$ cat config.mk
export PLATFORM = sky130hd
export DESIGN_NAME = multiturn_encoder_tracker_unit
export DESIGN_NICKNAME = d
export VERILOG_FILES = /design/src/mtet_pkg.sv /design/src/multiturn_encoder_tracker_unit.sv
export SDC_FILE = /design/constraint.sdc
export NUM_CORES = 2
export LEC_CHECK = 0
export BUFFER_PORTS_ARGS = -buffer_cell sky130_fd_sc_hd__buf_4
export CAP_MARGIN = 20
export CORE_UTILIZATION = 47
export CTS_CLUSTER_SIZE = 16
export DETAILED_ROUTE_END_ITERATION = 8
export GPL_TIMING_DRIVEN = 0
export SLEW_MARGIN = 15
export SYNTH_ARGS = -nofsm -noshare
export SYNTH_HDL_FRONTEND = slang
export SYNTH_SLANG_ARGS = --single-unit
$ cat constraint.sdc
create_clock -name clock -period 30.9 [get_ports clock]
set_clock_uncertainty 0.05 [all_clocks]
set_input_delay 3.09 -clock clock [delete_from_list [all_inputs] [get_ports clock]]
set_output_delay 3.09 -clock clock [all_outputs]
set_load 0.03 [all_outputs]
$ cat src/mtet_pkg.sv
`default_nettype none
package mtet_pkg;

   // register index codes on the csr port
   localparam logic [2:0] REG_COUNTS_PER_REV  = 3'd0;
   localparam logic [2:0] REG_GEAR_RATIO      = 3'd1;
   localparam logic [2:0] REG_WHEEL_RADIUS    = 3'd2;
   localparam logic [2:0] REG_STALL_ENABLE    = 3'd3;
   localparam logic [2:0] REG_STALL_TOLERANCE = 3'd4;
   localparam logic [2:0] REG_STALL_LIMIT     = 3'd5;

   // register reset values
   localparam logic [14:0] CPR_RESET       = 15'd8192;
   localparam logic [7:0]  GEAR_RESET      = 8'd19;
   localparam logic [9:0]  RADIUS_RESET    = 10'd0;
   localparam logic        STALL_EN_RESET  = 1'b0;
   localparam logic [12:0] TOLERANCE_RESET = 13'd10;
   localparam logic [15:0] LIMIT_RESET     = 16'd256;

   // arithmetic constants
   localparam logic [16:0]        DEG_SCALE   = 17'd92160;  // 360 * 256
   localparam logic signed [14:0] LS_SCALE    = 15'sd6863;  // 2*pi/60 in 1/65536
   localparam logic [7:0]         DIV10_RECIP = 8'd205;     // n/10 = n*205 >> 11
   localparam logic [16:0]        MOVING_MAX  = 17'd131071;

   // divider lengths in bits
   localparam logic [5:0] RPM_DIV_BITS   = 6'd16;
   localparam logic [5:0] ANGLE_DIV_BITS = 6'd48;

   // sequencer states
   typedef enum logic [9:0] {
      S_IDLE  = 10'b0000000001,
      S_PREP  = 10'b0000000010,
      S_DIVQ  = 10'b0000000100,
      S_MUL1  = 10'b0000001000,
      S_MUL2  = 10'b0000010000,
      S_DIVR  = 10'b0000100000,
      S_LOADA = 10'b0001000000,
      S_DIVA  = 10'b0010000000,
      S_FIN   = 10'b0100000000,
      S_SPARE = 10'b1000000000
   } state_type;

   // 32 bit signed add of a step, saturating at the signed limits
   function automatic logic [31:0] sat_add32(input logic [31:0] a, input logic [17:0] s);
      logic [32:0] sum;
      begin
         sum = {a[31], a} + {{15{s[17]}}, s};
         if (sum[32] != sum[31]) begin
            sat_add32 = sum[32] ? 32'h8000_0000 : 32'h7FFF_FFFF;
         end else begin
            sat_add32 = sum[31:0];
         end
      end
   endfunction

endpackage
`default_nettype wire

$ cat src/multiturn_encoder_tracker_unit.sv
`default_nettype none
// channel   direction  handshake              payload
// req       in         req_valid / req_ready  req_type, req_raw_position, req_speed_rpm
// rsp       out        rsp_valid / rsp_ready  counts, angles, accel, speed, stalled
// csr       in         csr_we                 csr_index, csr_wdata
//
// For a feedback word, one shared restoring divider retires one quotient bit a cycle,
// 16 bits for rpm/gear and 48 bits for each of the two angles.
// A zero request skips the divider. req_ready is high only while the sequencer is idle.
// The result sits in an output register; the next word is taken while it waits, and
// the sequencer holds before its final write until the register is free.
// Reset is synchronous and active high; it clears control, history and configuration registers.
module multiturn_encoder_tracker_unit (
   input  wire logic               clock,
   input  wire logic               reset,
   // request channel
   input  wire logic               req_valid,
   output logic                    req_ready,
   input  wire logic               req_type,
   input  wire logic [13:0]        req_raw_position,
   input  wire logic signed [15:0] req_speed_rpm,
   // response channel
   output logic                    rsp_valid,
   input  wire logic               rsp_ready,
   output logic signed [31:0]      rsp_record_count,
   output logic signed [31:0]      rsp_actual_count,
   output logic signed [47:0]      rsp_record_angle,
   output logic signed [47:0]      rsp_actual_angle,
   output logic signed [16:0]      rsp_accel_rpm,
   output logic signed [27:0]      rsp_linear_speed,
   output logic signed [28:0]      rsp_linear_accel,
   output logic                    rsp_stalled,
   // configuration port
   input  wire logic               csr_we,
   input  wire logic [2:0]         csr_index,
   input  wire logic [15:0]        csr_wdata
);

   // configuration registers
   logic [14:0] cfg_cpr_ff, cfg_cpr_in;
   logic [7:0]  cfg_gear_ff, cfg_gear_in;
   logic [9:0]  cfg_radius_ff, cfg_radius_in;
   logic        cfg_stall_en_ff, cfg_stall_en_in;
   logic [12:0] cfg_tol_ff, cfg_tol_in;
   logic [15:0] cfg_limit_ff, cfg_limit_in;

   // sequencer and shared divider
   mtet_pkg::state_type state_ff, state_in;
   logic [5:0]  cnt_ff, cnt_in;
   logic        zero_ff, zero_in;
   logic [22:0] rem_ff, rem_in;
   logic [47:0] dvd_ff, dvd_in;
   logic [22:0] dsr_ff, dsr_in;
   logic [22:0] angdiv_ff, angdiv_in;

   // captured word and working values
   logic [13:0]        pos_ff, pos_in;
   logic [15:0]        rpm_ff, rpm_in;
   logic [6:0]         r10_ff, r10_in;
   logic signed [24:0] prod1_ff, prod1_in;
   logic [16:0]        accel_ff, accel_in;
   logic [27:0]        ls_ff, ls_in;
   logic [28:0]        laccel_ff, laccel_in;
   logic               stalled_ff, stalled_in;
   logic [47:0]        rec_angle_ff, rec_angle_in;

   // history
   logic [13:0] prev_position_ff, prev_position_in;
   logic [15:0] prev_rpm_ff, prev_rpm_in;
   logic [27:0] prev_ls_ff, prev_ls_in;
   logic [31:0] record_accum_ff, record_accum_in;
   logic [31:0] actual_accum_ff, actual_accum_in;
   logic        seen_first_ff, seen_first_in;
   logic [16:0] moving_count_ff, moving_count_in;

   // output register
   logic        rsp_valid_ff, rsp_valid_in;
   logic [31:0] out_rec_count_ff, out_rec_count_in;
   logic [31:0] out_act_count_ff, out_act_count_in;
   logic [47:0] out_rec_angle_ff, out_rec_angle_in;
   logic [47:0] out_act_angle_ff, out_act_angle_in;
   logic [16:0] out_accel_ff, out_accel_in;
   logic [27:0] out_ls_ff, out_ls_in;
   logic [28:0] out_laccel_ff, out_laccel_in;
   logic        out_stalled_ff, out_stalled_in;

   // combinational helpers
   logic               req_fire;
   logic               out_free;
   logic [14:0]        cpr_eff;
   logic [7:0]         gear_eff;
   logic [13:0]        prev_eff;
   logic [31:0]        act_base;
   logic signed [17:0] diff18, half18, cpr18, step_a, step;
   logic [17:0]        step_mag;
   logic [31:0]        rec_new, act_new;
   logic [16:0]        moving_new;
   logic [15:0]        rpm_mag;
   logic [17:0]        r10_prod;
   logic [23:0]        div_shift;
   logic [24:0]        div_diff;
   logic               div_fit;
   logic [22:0]        div_rem_next;
   logic [47:0]        div_dvd_next;
   logic signed [16:0] q_signed;
   logic signed [38:0] prod2;
   logic [27:0]        ls_val;
   logic [31:0]        rec_mag, act_mag;
   logic [48:0]        rec_scaled, act_scaled;
   logic [47:0]        quot_neg;

   assign req_fire  = req_valid && req_ready;
   assign req_ready = (state_ff == mtet_pkg::S_IDLE);
   assign out_free  = !rsp_valid_ff || rsp_ready;

   // configuration writes
   always_comb begin
      cfg_cpr_in      = cfg_cpr_ff;
      cfg_gear_in     = cfg_gear_ff;
      cfg_radius_in   = cfg_radius_ff;
      cfg_stall_en_in = cfg_stall_en_ff;
      cfg_tol_in      = cfg_tol_ff;
      cfg_limit_in    = cfg_limit_ff;
      if (csr_we) begin
         case (csr_index)
            mtet_pkg::REG_COUNTS_PER_REV:  cfg_cpr_in      = csr_wdata[14:0];
            mtet_pkg::REG_GEAR_RATIO:      cfg_gear_in     = csr_wdata[7:0];
            mtet_pkg::REG_WHEEL_RADIUS:    cfg_radius_in   = csr_wdata[9:0];
            mtet_pkg::REG_STALL_ENABLE:    cfg_stall_en_in = csr_wdata[0];
            mtet_pkg::REG_STALL_TOLERANCE: cfg_tol_in      = csr_wdata[12:0];
            mtet_pkg::REG_STALL_LIMIT:     cfg_limit_in    = csr_wdata;
            default: ;
         endcase
      end
   end

   // step unwrap, saturating accumulate and stall count
   always_comb begin
      cpr_eff  = (cfg_cpr_ff < 15'd2) ? 15'd2 : cfg_cpr_ff;
      gear_eff = (cfg_gear_ff == 8'd0) ? 8'd1 : cfg_gear_ff;
      prev_eff = seen_first_ff ? prev_position_ff : pos_ff;
      act_base = seen_first_ff ? actual_accum_ff : {18'd0, pos_ff};
      diff18   = $signed({4'd0, pos_ff}) - $signed({4'd0, prev_eff});
      half18   = $signed({4'd0, cpr_eff[14:1]});
      cpr18    = $signed({3'd0, cpr_eff});
      step_a   = (diff18 < -half18) ? diff18 + cpr18 : diff18;
      step     = (step_a > half18) ? step_a - cpr18 : step_a;
      step_mag = step[17] ? 18'(-step) : 18'(step);
      rec_new  = mtet_pkg::sat_add32(record_accum_ff, step);
      act_new  = mtet_pkg::sat_add32(act_base, step);
      if (step_mag > {5'd0, cfg_tol_ff}) begin
         moving_new = (moving_count_ff != mtet_pkg::MOVING_MAX) ? moving_count_ff + 17'd1
                                                               : moving_count_ff;
      end else begin
         moving_new = 17'd0;
      end
      rpm_mag  = rpm_ff[15] ? 16'(-rpm_ff) : rpm_ff;
      r10_prod = cfg_radius_ff * mtet_pkg::DIV10_RECIP;
   end

   // shared restoring divider, one quotient bit a cycle
   always_comb begin
      div_shift    = {rem_ff, dvd_ff[47]};
      div_diff     = {1'b0, div_shift} - {2'd0, dsr_ff};
      div_fit      = !div_diff[24];
      div_rem_next = div_fit ? div_diff[22:0] : div_shift[22:0];
      div_dvd_next = {dvd_ff[46:0], div_fit};
   end

   // linear speed and angle dividend scaling
   always_comb begin
      q_signed   = rpm_ff[15] ? -$signed({1'b0, dvd_ff[15:0]}) : $signed({1'b0, dvd_ff[15:0]});
      prod2      = prod1_ff * mtet_pkg::LS_SCALE;
      ls_val     = prod2[35:8];
      rec_mag    = record_accum_ff[31] ? 32'(-record_accum_ff) : record_accum_ff;
      act_mag    = actual_accum_ff[31] ? 32'(-actual_accum_ff) : actual_accum_ff;
      rec_scaled = rec_mag * mtet_pkg::DEG_SCALE;
      act_scaled = act_mag * mtet_pkg::DEG_SCALE;
      quot_neg   = -dvd_ff;
   end

   // sequencer
   always_comb begin
      state_in         = state_ff;
      cnt_in           = cnt_ff;
      zero_in          = zero_ff;
      rem_in           = rem_ff;
      dvd_in           = dvd_ff;
      dsr_in           = dsr_ff;
      angdiv_in        = angdiv_ff;
      pos_in           = pos_ff;
      rpm_in           = rpm_ff;
      r10_in           = r10_ff;
      prod1_in         = prod1_ff;
      accel_in         = accel_ff;
      ls_in            = ls_ff;
      laccel_in        = laccel_ff;
      stalled_in       = stalled_ff;
      rec_angle_in     = rec_angle_ff;
      prev_position_in = prev_position_ff;
      prev_rpm_in      = prev_rpm_ff;
      prev_ls_in       = prev_ls_ff;
      record_accum_in  = record_accum_ff;
      actual_accum_in  = actual_accum_ff;
      seen_first_in    = seen_first_ff;
      moving_count_in  = moving_count_ff;
      rsp_valid_in     = rsp_valid_ff && !rsp_ready;
      out_rec_count_in = out_rec_count_ff;
      out_act_count_in = out_act_count_ff;
      out_rec_angle_in = out_rec_angle_ff;
      out_act_angle_in = out_act_angle_ff;
      out_accel_in     = out_accel_ff;
      out_ls_in        = out_ls_ff;
      out_laccel_in    = out_laccel_ff;
      out_stalled_in   = out_stalled_ff;

      case (state_ff)
         mtet_pkg::S_IDLE: begin
            if (req_fire) begin
               pos_in = req_raw_position;
               rpm_in = req_speed_rpm;
               if (req_type) begin
                  // zero request clears counts and re-arms seeding
                  zero_in         = 1'b1;
                  record_accum_in = 32'd0;
                  actual_accum_in = 32'd0;
                  seen_first_in   = 1'b0;
                  state_in        = mtet_pkg::S_FIN;
               end else begin
                  zero_in  = 1'b0;
                  state_in = mtet_pkg::S_PREP;
               end
            end
         end
         mtet_pkg::S_PREP: begin
            // update history and start rpm / gear
            seen_first_in    = 1'b1;
            prev_position_in = pos_ff;
            record_accum_in  = rec_new;
            actual_accum_in  = act_new;
            accel_in         = {rpm_ff[15], rpm_ff} - {prev_rpm_ff[15], prev_rpm_ff};
            prev_rpm_in      = rpm_ff;
            if (cfg_stall_en_ff) begin
               moving_count_in = moving_new;
               stalled_in      = (moving_new > {1'b0, cfg_limit_ff});
            end else begin
               stalled_in = 1'b0;
            end
            r10_in    = r10_prod[17:11];
            angdiv_in = gear_eff * cpr_eff;
            dvd_in    = {rpm_mag, 32'd0};
            dsr_in    = {15'd0, gear_eff};
            rem_in    = 23'd0;
            cnt_in    = mtet_pkg::RPM_DIV_BITS;
            state_in  = mtet_pkg::S_DIVQ;
         end
         mtet_pkg::S_DIVQ: begin
            rem_in = div_rem_next;
            dvd_in = div_dvd_next;
            cnt_in = cnt_ff - 6'd1;
            if (cnt_ff == 6'd1) begin
               state_in = mtet_pkg::S_MUL1;
            end
         end
         mtet_pkg::S_MUL1: begin
            prod1_in = q_signed * $signed({1'b0, r10_ff});
            state_in = mtet_pkg::S_MUL2;
         end
         mtet_pkg::S_MUL2: begin
            // finish linear speed, start the record angle
            ls_in      = ls_val;
            laccel_in  = {ls_val[27], ls_val} - {prev_ls_ff[27], prev_ls_ff};
            prev_ls_in = ls_val;
            dvd_in     = rec_scaled[47:0];
            dsr_in     = angdiv_ff;
            rem_in     = 23'd0;
            cnt_in     = mtet_pkg::ANGLE_DIV_BITS;
            state_in   = mtet_pkg::S_DIVR;
         end
         mtet_pkg::S_DIVR: begin
            rem_in = div_rem_next;
            dvd_in = div_dvd_next;
            cnt_in = cnt_ff - 6'd1;
            if (cnt_ff == 6'd1) begin
               state_in = mtet_pkg::S_LOADA;
            end
         end
         mtet_pkg::S_LOADA: begin
            rec_angle_in = record_accum_ff[31] ? quot_neg : dvd_ff;
            dvd_in       = act_scaled[47:0];
            rem_in       = 23'd0;
            cnt_in       = mtet_pkg::ANGLE_DIV_BITS;
            state_in     = mtet_pkg::S_DIVA;
         end
         mtet_pkg::S_DIVA: begin
            rem_in = div_rem_next;
            dvd_in = div_dvd_next;
            cnt_in = cnt_ff - 6'd1;
            if (cnt_ff == 6'd1) begin
               state_in = mtet_pkg::S_FIN;
            end
         end
         mtet_pkg::S_FIN: begin
            // hand the word to the output register once it is free
            if (out_free) begin
               rsp_valid_in = 1'b1;
               state_in     = mtet_pkg::S_IDLE;
               if (zero_ff) begin
                  out_rec_count_in = 32'd0;
                  out_act_count_in = 32'd0;
                  out_rec_angle_in = 48'd0;
                  out_act_angle_in = 48'd0;
                  out_accel_in     = 17'd0;
                  out_ls_in        = 28'd0;
                  out_laccel_in    = 29'd0;
                  out_stalled_in   = 1'b0;
               end else begin
                  out_rec_count_in = record_accum_ff;
                  out_act_count_in = actual_accum_ff;
                  out_rec_angle_in = rec_angle_ff;
                  out_act_angle_in = actual_accum_ff[31] ? quot_neg : dvd_ff;
                  out_accel_in     = accel_ff;
                  out_ls_in        = ls_ff;
                  out_laccel_in    = laccel_ff;
                  out_stalled_in   = stalled_ff;
               end
            end
         end
         default: begin
            state_in = mtet_pkg::S_IDLE;
         end
      endcase
   end

   // control and history registers
   always_ff @(posedge clock) begin
      if (reset) begin
         cfg_cpr_ff       <= mtet_pkg::CPR_RESET;
         cfg_gear_ff      <= mtet_pkg::GEAR_RESET;
         cfg_radius_ff    <= mtet_pkg::RADIUS_RESET;
         cfg_stall_en_ff  <= mtet_pkg::STALL_EN_RESET;
         cfg_tol_ff       <= mtet_pkg::TOLERANCE_RESET;
         cfg_limit_ff     <= mtet_pkg::LIMIT_RESET;
         state_ff         <= mtet_pkg::S_IDLE;
         cnt_ff           <= 6'd0;
         zero_ff          <= 1'b0;
         prev_position_ff <= 14'd0;
         prev_rpm_ff      <= 16'd0;
         prev_ls_ff       <= 28'd0;
         record_accum_ff  <= 32'd0;
         actual_accum_ff  <= 32'd0;
         seen_first_ff    <= 1'b0;
         moving_count_ff  <= 17'd0;
         rsp_valid_ff     <= 1'b0;
      end else begin
         cfg_cpr_ff       <= cfg_cpr_in;
         cfg_gear_ff      <= cfg_gear_in;
         cfg_radius_ff    <= cfg_radius_in;
         cfg_stall_en_ff  <= cfg_stall_en_in;
         cfg_tol_ff       <= cfg_tol_in;
         cfg_limit_ff     <= cfg_limit_in;
         state_ff         <= state_in;
         cnt_ff           <= cnt_in;
         zero_ff          <= zero_in;
         prev_position_ff <= prev_position_in;
         prev_rpm_ff      <= prev_rpm_in;
         prev_ls_ff       <= prev_ls_in;
         record_accum_ff  <= record_accum_in;
         actual_accum_ff  <= actual_accum_in;
         seen_first_ff    <= seen_first_in;
         moving_count_ff  <= moving_count_in;
         rsp_valid_ff     <= rsp_valid_in;
      end
   end

   // datapath registers
   always_ff @(posedge clock) begin
      rem_ff           <= rem_in;
      dvd_ff           <= dvd_in;
      dsr_ff           <= dsr_in;
      angdiv_ff        <= angdiv_in;
      pos_ff           <= pos_in;
      rpm_ff           <= rpm_in;
      r10_ff           <= r10_in;
      prod1_ff         <= prod1_in;
      accel_ff         <= accel_in;
      ls_ff            <= ls_in;
      laccel_ff        <= laccel_in;
      stalled_ff       <= stalled_in;
      rec_angle_ff     <= rec_angle_in;
      out_rec_count_ff <= out_rec_count_in;
      out_act_count_ff <= out_act_count_in;
      out_rec_angle_ff <= out_rec_angle_in;
      out_act_angle_ff <= out_act_angle_in;
      out_accel_ff     <= out_accel_in;
      out_ls_ff        <= out_ls_in;
      out_laccel_ff    <= out_laccel_in;
      out_stalled_ff   <= out_stalled_in;
   end

   // outputs
   assign rsp_valid        = rsp_valid_ff;
   assign rsp_record_count = $signed(out_rec_count_ff);
   assign rsp_actual_count = $signed(out_act_count_ff);
   assign rsp_record_angle = $signed(out_rec_angle_ff);
   assign rsp_actual_angle = $signed(out_act_angle_ff);
   assign rsp_accel_rpm    = $signed(out_accel_ff);
   assign rsp_linear_speed = $signed(out_ls_ff);
   assign rsp_linear_accel = $signed(out_laccel_ff);
   assign rsp_stalled      = out_stalled_ff;

   // zero request clears both counts and re-arms seeding
   a_zero_clears: assert property (@(posedge clock) disable iff (reset)
      (req_fire && req_type) |=>
         (record_accum_ff == 32'd0 && actual_accum_ff == 32'd0 && !seen_first_ff))
      else $error("zero request did not clear the counts");

   // a feedback word starts the sequencer
   a_feedback_starts: assert property (@(posedge clock) disable iff (reset)
      (req_fire && !req_type) |=> (state_ff == mtet_pkg::S_PREP))
      else $error("feedback word did not start the sequencer");

   // rpm division never runs longer than its width
   a_divq_count: assert property (@(posedge clock) disable iff (reset)
      (state_ff == mtet_pkg::S_DIVQ) |-> (cnt_ff != 6'd0 && cnt_ff <= mtet_pkg::RPM_DIV_BITS))
      else $error("rpm divider count out of range");

   // final write lands in the output register and frees the sequencer
   a_fin_delivers: assert property (@(posedge clock) disable iff (reset)
      (state_ff == mtet_pkg::S_FIN && out_free) |=>
         (rsp_valid_ff && state_ff == mtet_pkg::S_IDLE))
      else $error("result word not loaded into output register");

endmodule
`default_nettype wire
==> results.yml <==
outcome:
  status: "finished, final reports clean"
clock_network:
  insertion_delay_ns: 0.72
  cts_sinks: 757
  post_cts_buffers: 0
  cts_buffers: 88
  cts_tree: "built"
  cts_resized: 0
  clk_pin_slew_ns: 0.07
  cts-htree-levels: 3
  cts_hold_buf: 0
  cts_root_buffer: "clkbuf_16"
  clockBufferDepth: 3
yosys:
  synthFlopType: "edfxtp_1"
  ys_types: 86
  synth_seq_cells: 757
  synth.most_common_cell: "inv_1"
  syn_area_sq_um: 64600
  yosysTopAreaCell: "edfxtp_1"
  ys_top_cells_by_count: "878 x inv_1, 695 x nand2_1, 636 x ha_1"
  yosysTopAreaCellShare: 0.250
  async_flop_share: 0
  syn_inst: 6766
  synthTopCellsByArea: "edfxtp_1 25%, fa_1 15%, ha_1 12%, dfxtp_1 6.8%, inv_1 5.1%"
  yosysSeqAreaShare: 0.318
  synth_edf_count: 537
  syn_avg_cell_area_sq_um: 9.55
  yosys_warnings: 0
timing:
  fin_crit_sh: 0.549
  fmax_mhz: 59.0
  fin_tns_setup_ns: 0
  drv_slew: 0
  worstMarginPinSlew_ns: 1.26
  whs_ns: 0.401
  min_period_ns: 16.95
  rsz0062_at_grt: "no"
  relSlewSlack: 0.155
  setup_viol: 0
  finalHoldViolations: 0
hold_path:
  hold_end: "prev_position_ff[7]"
  hp-class: "reg2reg"
  worstHoldStart: "prev_position_ff[7]"
  holdPathStages: 2
placement:
  gp_congestion: 0.966
  place_hpwl_mm: 156
  port_buffers: 289
floorplanning:
  die-area_sq_um: 139000
  fp.coreArea_sq_um: 136000
  die_w_microns: 373
  ios: 292
  dieHeight_microns: 373
  row_count: 135
  initial_utilization: 0.475
drt:
  drt-pass1-iter-count: 5
  vias_per_cell: 5.48
  ant_nets: 0
  drt_iter0_markers: 3438
  drc: 0
  vias: 49500
  wl_mm: 190
  routedWlPerCell_microns: 21.1
pwr:
  ir_drop_uv: 59.8
  power_density_nw_per_um2: 64.6
  p_leak_uw: 0.0321
  power.total_uw: 4670
worst_setup_path:
  r2r_start: "seen_first_ff"
  endpoint_kind: "flop"
  startpoint_type: "flop"
  worstRegToRegCells: 65
  reg2reg_to: "stalled_ff"
  max_stage_delay_ns: 0.68
  worst-path-max-fanout: 13
  rrSetupSlack_ns: 13.95
  arrival_ns: 17.35
  cp_data_required_time_ns: 31.29
  crit_slowest_cell: "clkinv_1"
  critical_path_class: "reg2reg"
cells_and_area:
  regArea_sq_um: 20500
  nFillCells: 12600
  fin_nets: 8335
  areaGrowthSynthToFinish_pct: 12.0
  multi_input_area_sq_um: 39800
  drive_above_1_share: 0.0755
grt:
  grt_max_degree: 37
  grt_pass1_vias: 49300
  track_usage: 0.272
  antenna_found_initial: 10
  gr-total-overflow: 0
  grt_pass1_wl_mm: 290
run:
  cap_violations: 0
-- critical path, delay by kind of cell, from the launching register on --
family / cells / cell delay, ns
AO/OA/AOI/OAI: 30 / 6.13
buffers and inverters: 11 / 4.75
adder cells (fa/ha/maj): 6 / 2.04
AND/OR/NAND/NOR: 13 / 1.62
multiplexers: 4 / 1.52
flip-flops: 1 / 0.37
XOR/XNOR: 1 / 0.16
-- cell families (layout without fill, tap and decap cells) --
family | after synthesis | count (layout) | share of synthesized area
muxes | 78 | 78 | 0.0126
xor gates and xnor gates | 472 | 472 | 0.0640
adders and majority gates | 1107 | 1107 | 0.269
DFF | 757 | 757 | 0.318
other | 1 | 3 | 0.0000581
AOI/OAI and AO/OA | 1136 | 1136 | 0.110
buffers and inverters | 1123 | 1601 | 0.0658
and+or+nand+nor | 2092 | 2092 | 0.161
-- final cells by class --
cell class / instances / area share
Clock inverter: 57 / 0.00668
Multi-Input combinational cell: 4887 / 0.551
Buffer: 244 / 0.0133
Tap cell: 1781 / 0.0308
Sequential cell: 757 / 0.284
Timing Repair Buffer: 316 / 0.0368
Clock buffer: 105 / 0.0321
Inverter: 879 / 0.0456
Antenna cell: 1 / 0.0000346
-- metal layers --
layer,vias to the layer above,GRT usage,share of wire
met5,-,0,0.00033
met1,24200,0.348,0.42
met2,1331,0.460,0.48
li1,23600,-,-
met3,322,0.0339,0.051
met4,8,0.119,0.046
-- layout by cell type, fill, tap and decap left out, types with 17 or more instances in the layout --
cell type  Yosys  final
and2_1       138    137
a21boi_0      27     27
nand2b_1      77     77
o31ai_1       46     46
or3_1         68     68
ha_1         636    636
and3_1        32     32
mux2i_1       53     53
nand4_1       33     33
clkbuf_1     207    212
nor3b_1       18     17
xor2_1       153    153
o21ai_0      268    268
o21a_1        52     52
edfxtp_1     537    537
a21o_1       100    100
or2_2         26     26
dfxtp_1      220    220
nor4_1        24     24
fa_1         471    471
nand2_1      695    695
nor2b_1      299    298
inv_1        878    877
a21oi_1      371    371
buf_4          1    296
nand3_1       76     76
a22oi_1       18     18
o21bai_1      32     32
a31oi_1       36     36
nand3b_1      36     36
mux2_2        25     25
clkinv_2       0     20
buf_1         29     28
clkbuf_16      0     89
nor2_1       398    398
nor3_1       100    100
xnor2_1      319    319
or4_1         17     17
a211oi_1      36     36
-- where the power goes --
| group | internal, uW | total [uW] | switching (uW) |
|---|---|---|---|
| logic | 940 | 2450 | 1510 |
| clock network | 581 | 1030 | 451 |
| registers | 1150 | 1190 | 41.7 |
| total | 2670 | 4670 | 2010 |
-- how the worst max path moves through the flow --
| stage | slack (ns) | endpoint | start |
|---|---|---|---|
| 6_report | 13.95 | stalled_ff | seen_first_ff |
| 5_1_grt | 12.63 | stalled_ff | seen_first_ff |
| 4_1_cts | 14.12 | stalled_ff | seen_first_ff |
| 3_5_place_dp | 14.21 | stalled_ff | seen_first_ff |
| 3_3_place_gp | 10.56 | rsp_record_angle[19] | rsp_ready |
| 2_1_floorplan | 16.47 | rsp_accel_rpm[0] | rsp_ready |
-- through the flow --
step / cell area, sq um / setup slack (ns) / utilization / cells
after global placement: 69000 / 10.56 / 0.507 / 8837
after floorplan: 64600 / 16.47 / - / 6767
after detailed placement: 69500 / 14.21 / 0.511 / 8862
after CTS: 72300 / 14.12 / 0.531 / 9024
final: 72300 / 13.95 / 0.532 / 9027
after global routing: 72300 / 12.63 / 0.532 / 9026
-- sequential cells by signal (all words and copies together) (netlist names), 15 cells and up --
name	cells
record_accum_ff	32
cfg_cpr_ff	15
actual_accum_ff	32
rem_ff	23
rsp_linear_speed	28
prev_rpm_ff	16
angdiv_ff	23
dsr_ff	23
rsp_actual_count	32
accel_ff	17
prev_ls_ff	28
cfg_limit_ff	16
rsp_linear_accel	29
prod1_ff	25
rsp_actual_angle	48
rsp_record_angle	48
ls_ff	28
rsp_record_count	32
rpm_ff	16
rec_angle_ff	48
laccel_ff	29
moving_count_ff	17
dvd_ff	48
rsp_accel_rpm	17
(Power assumes the default switching activity.)
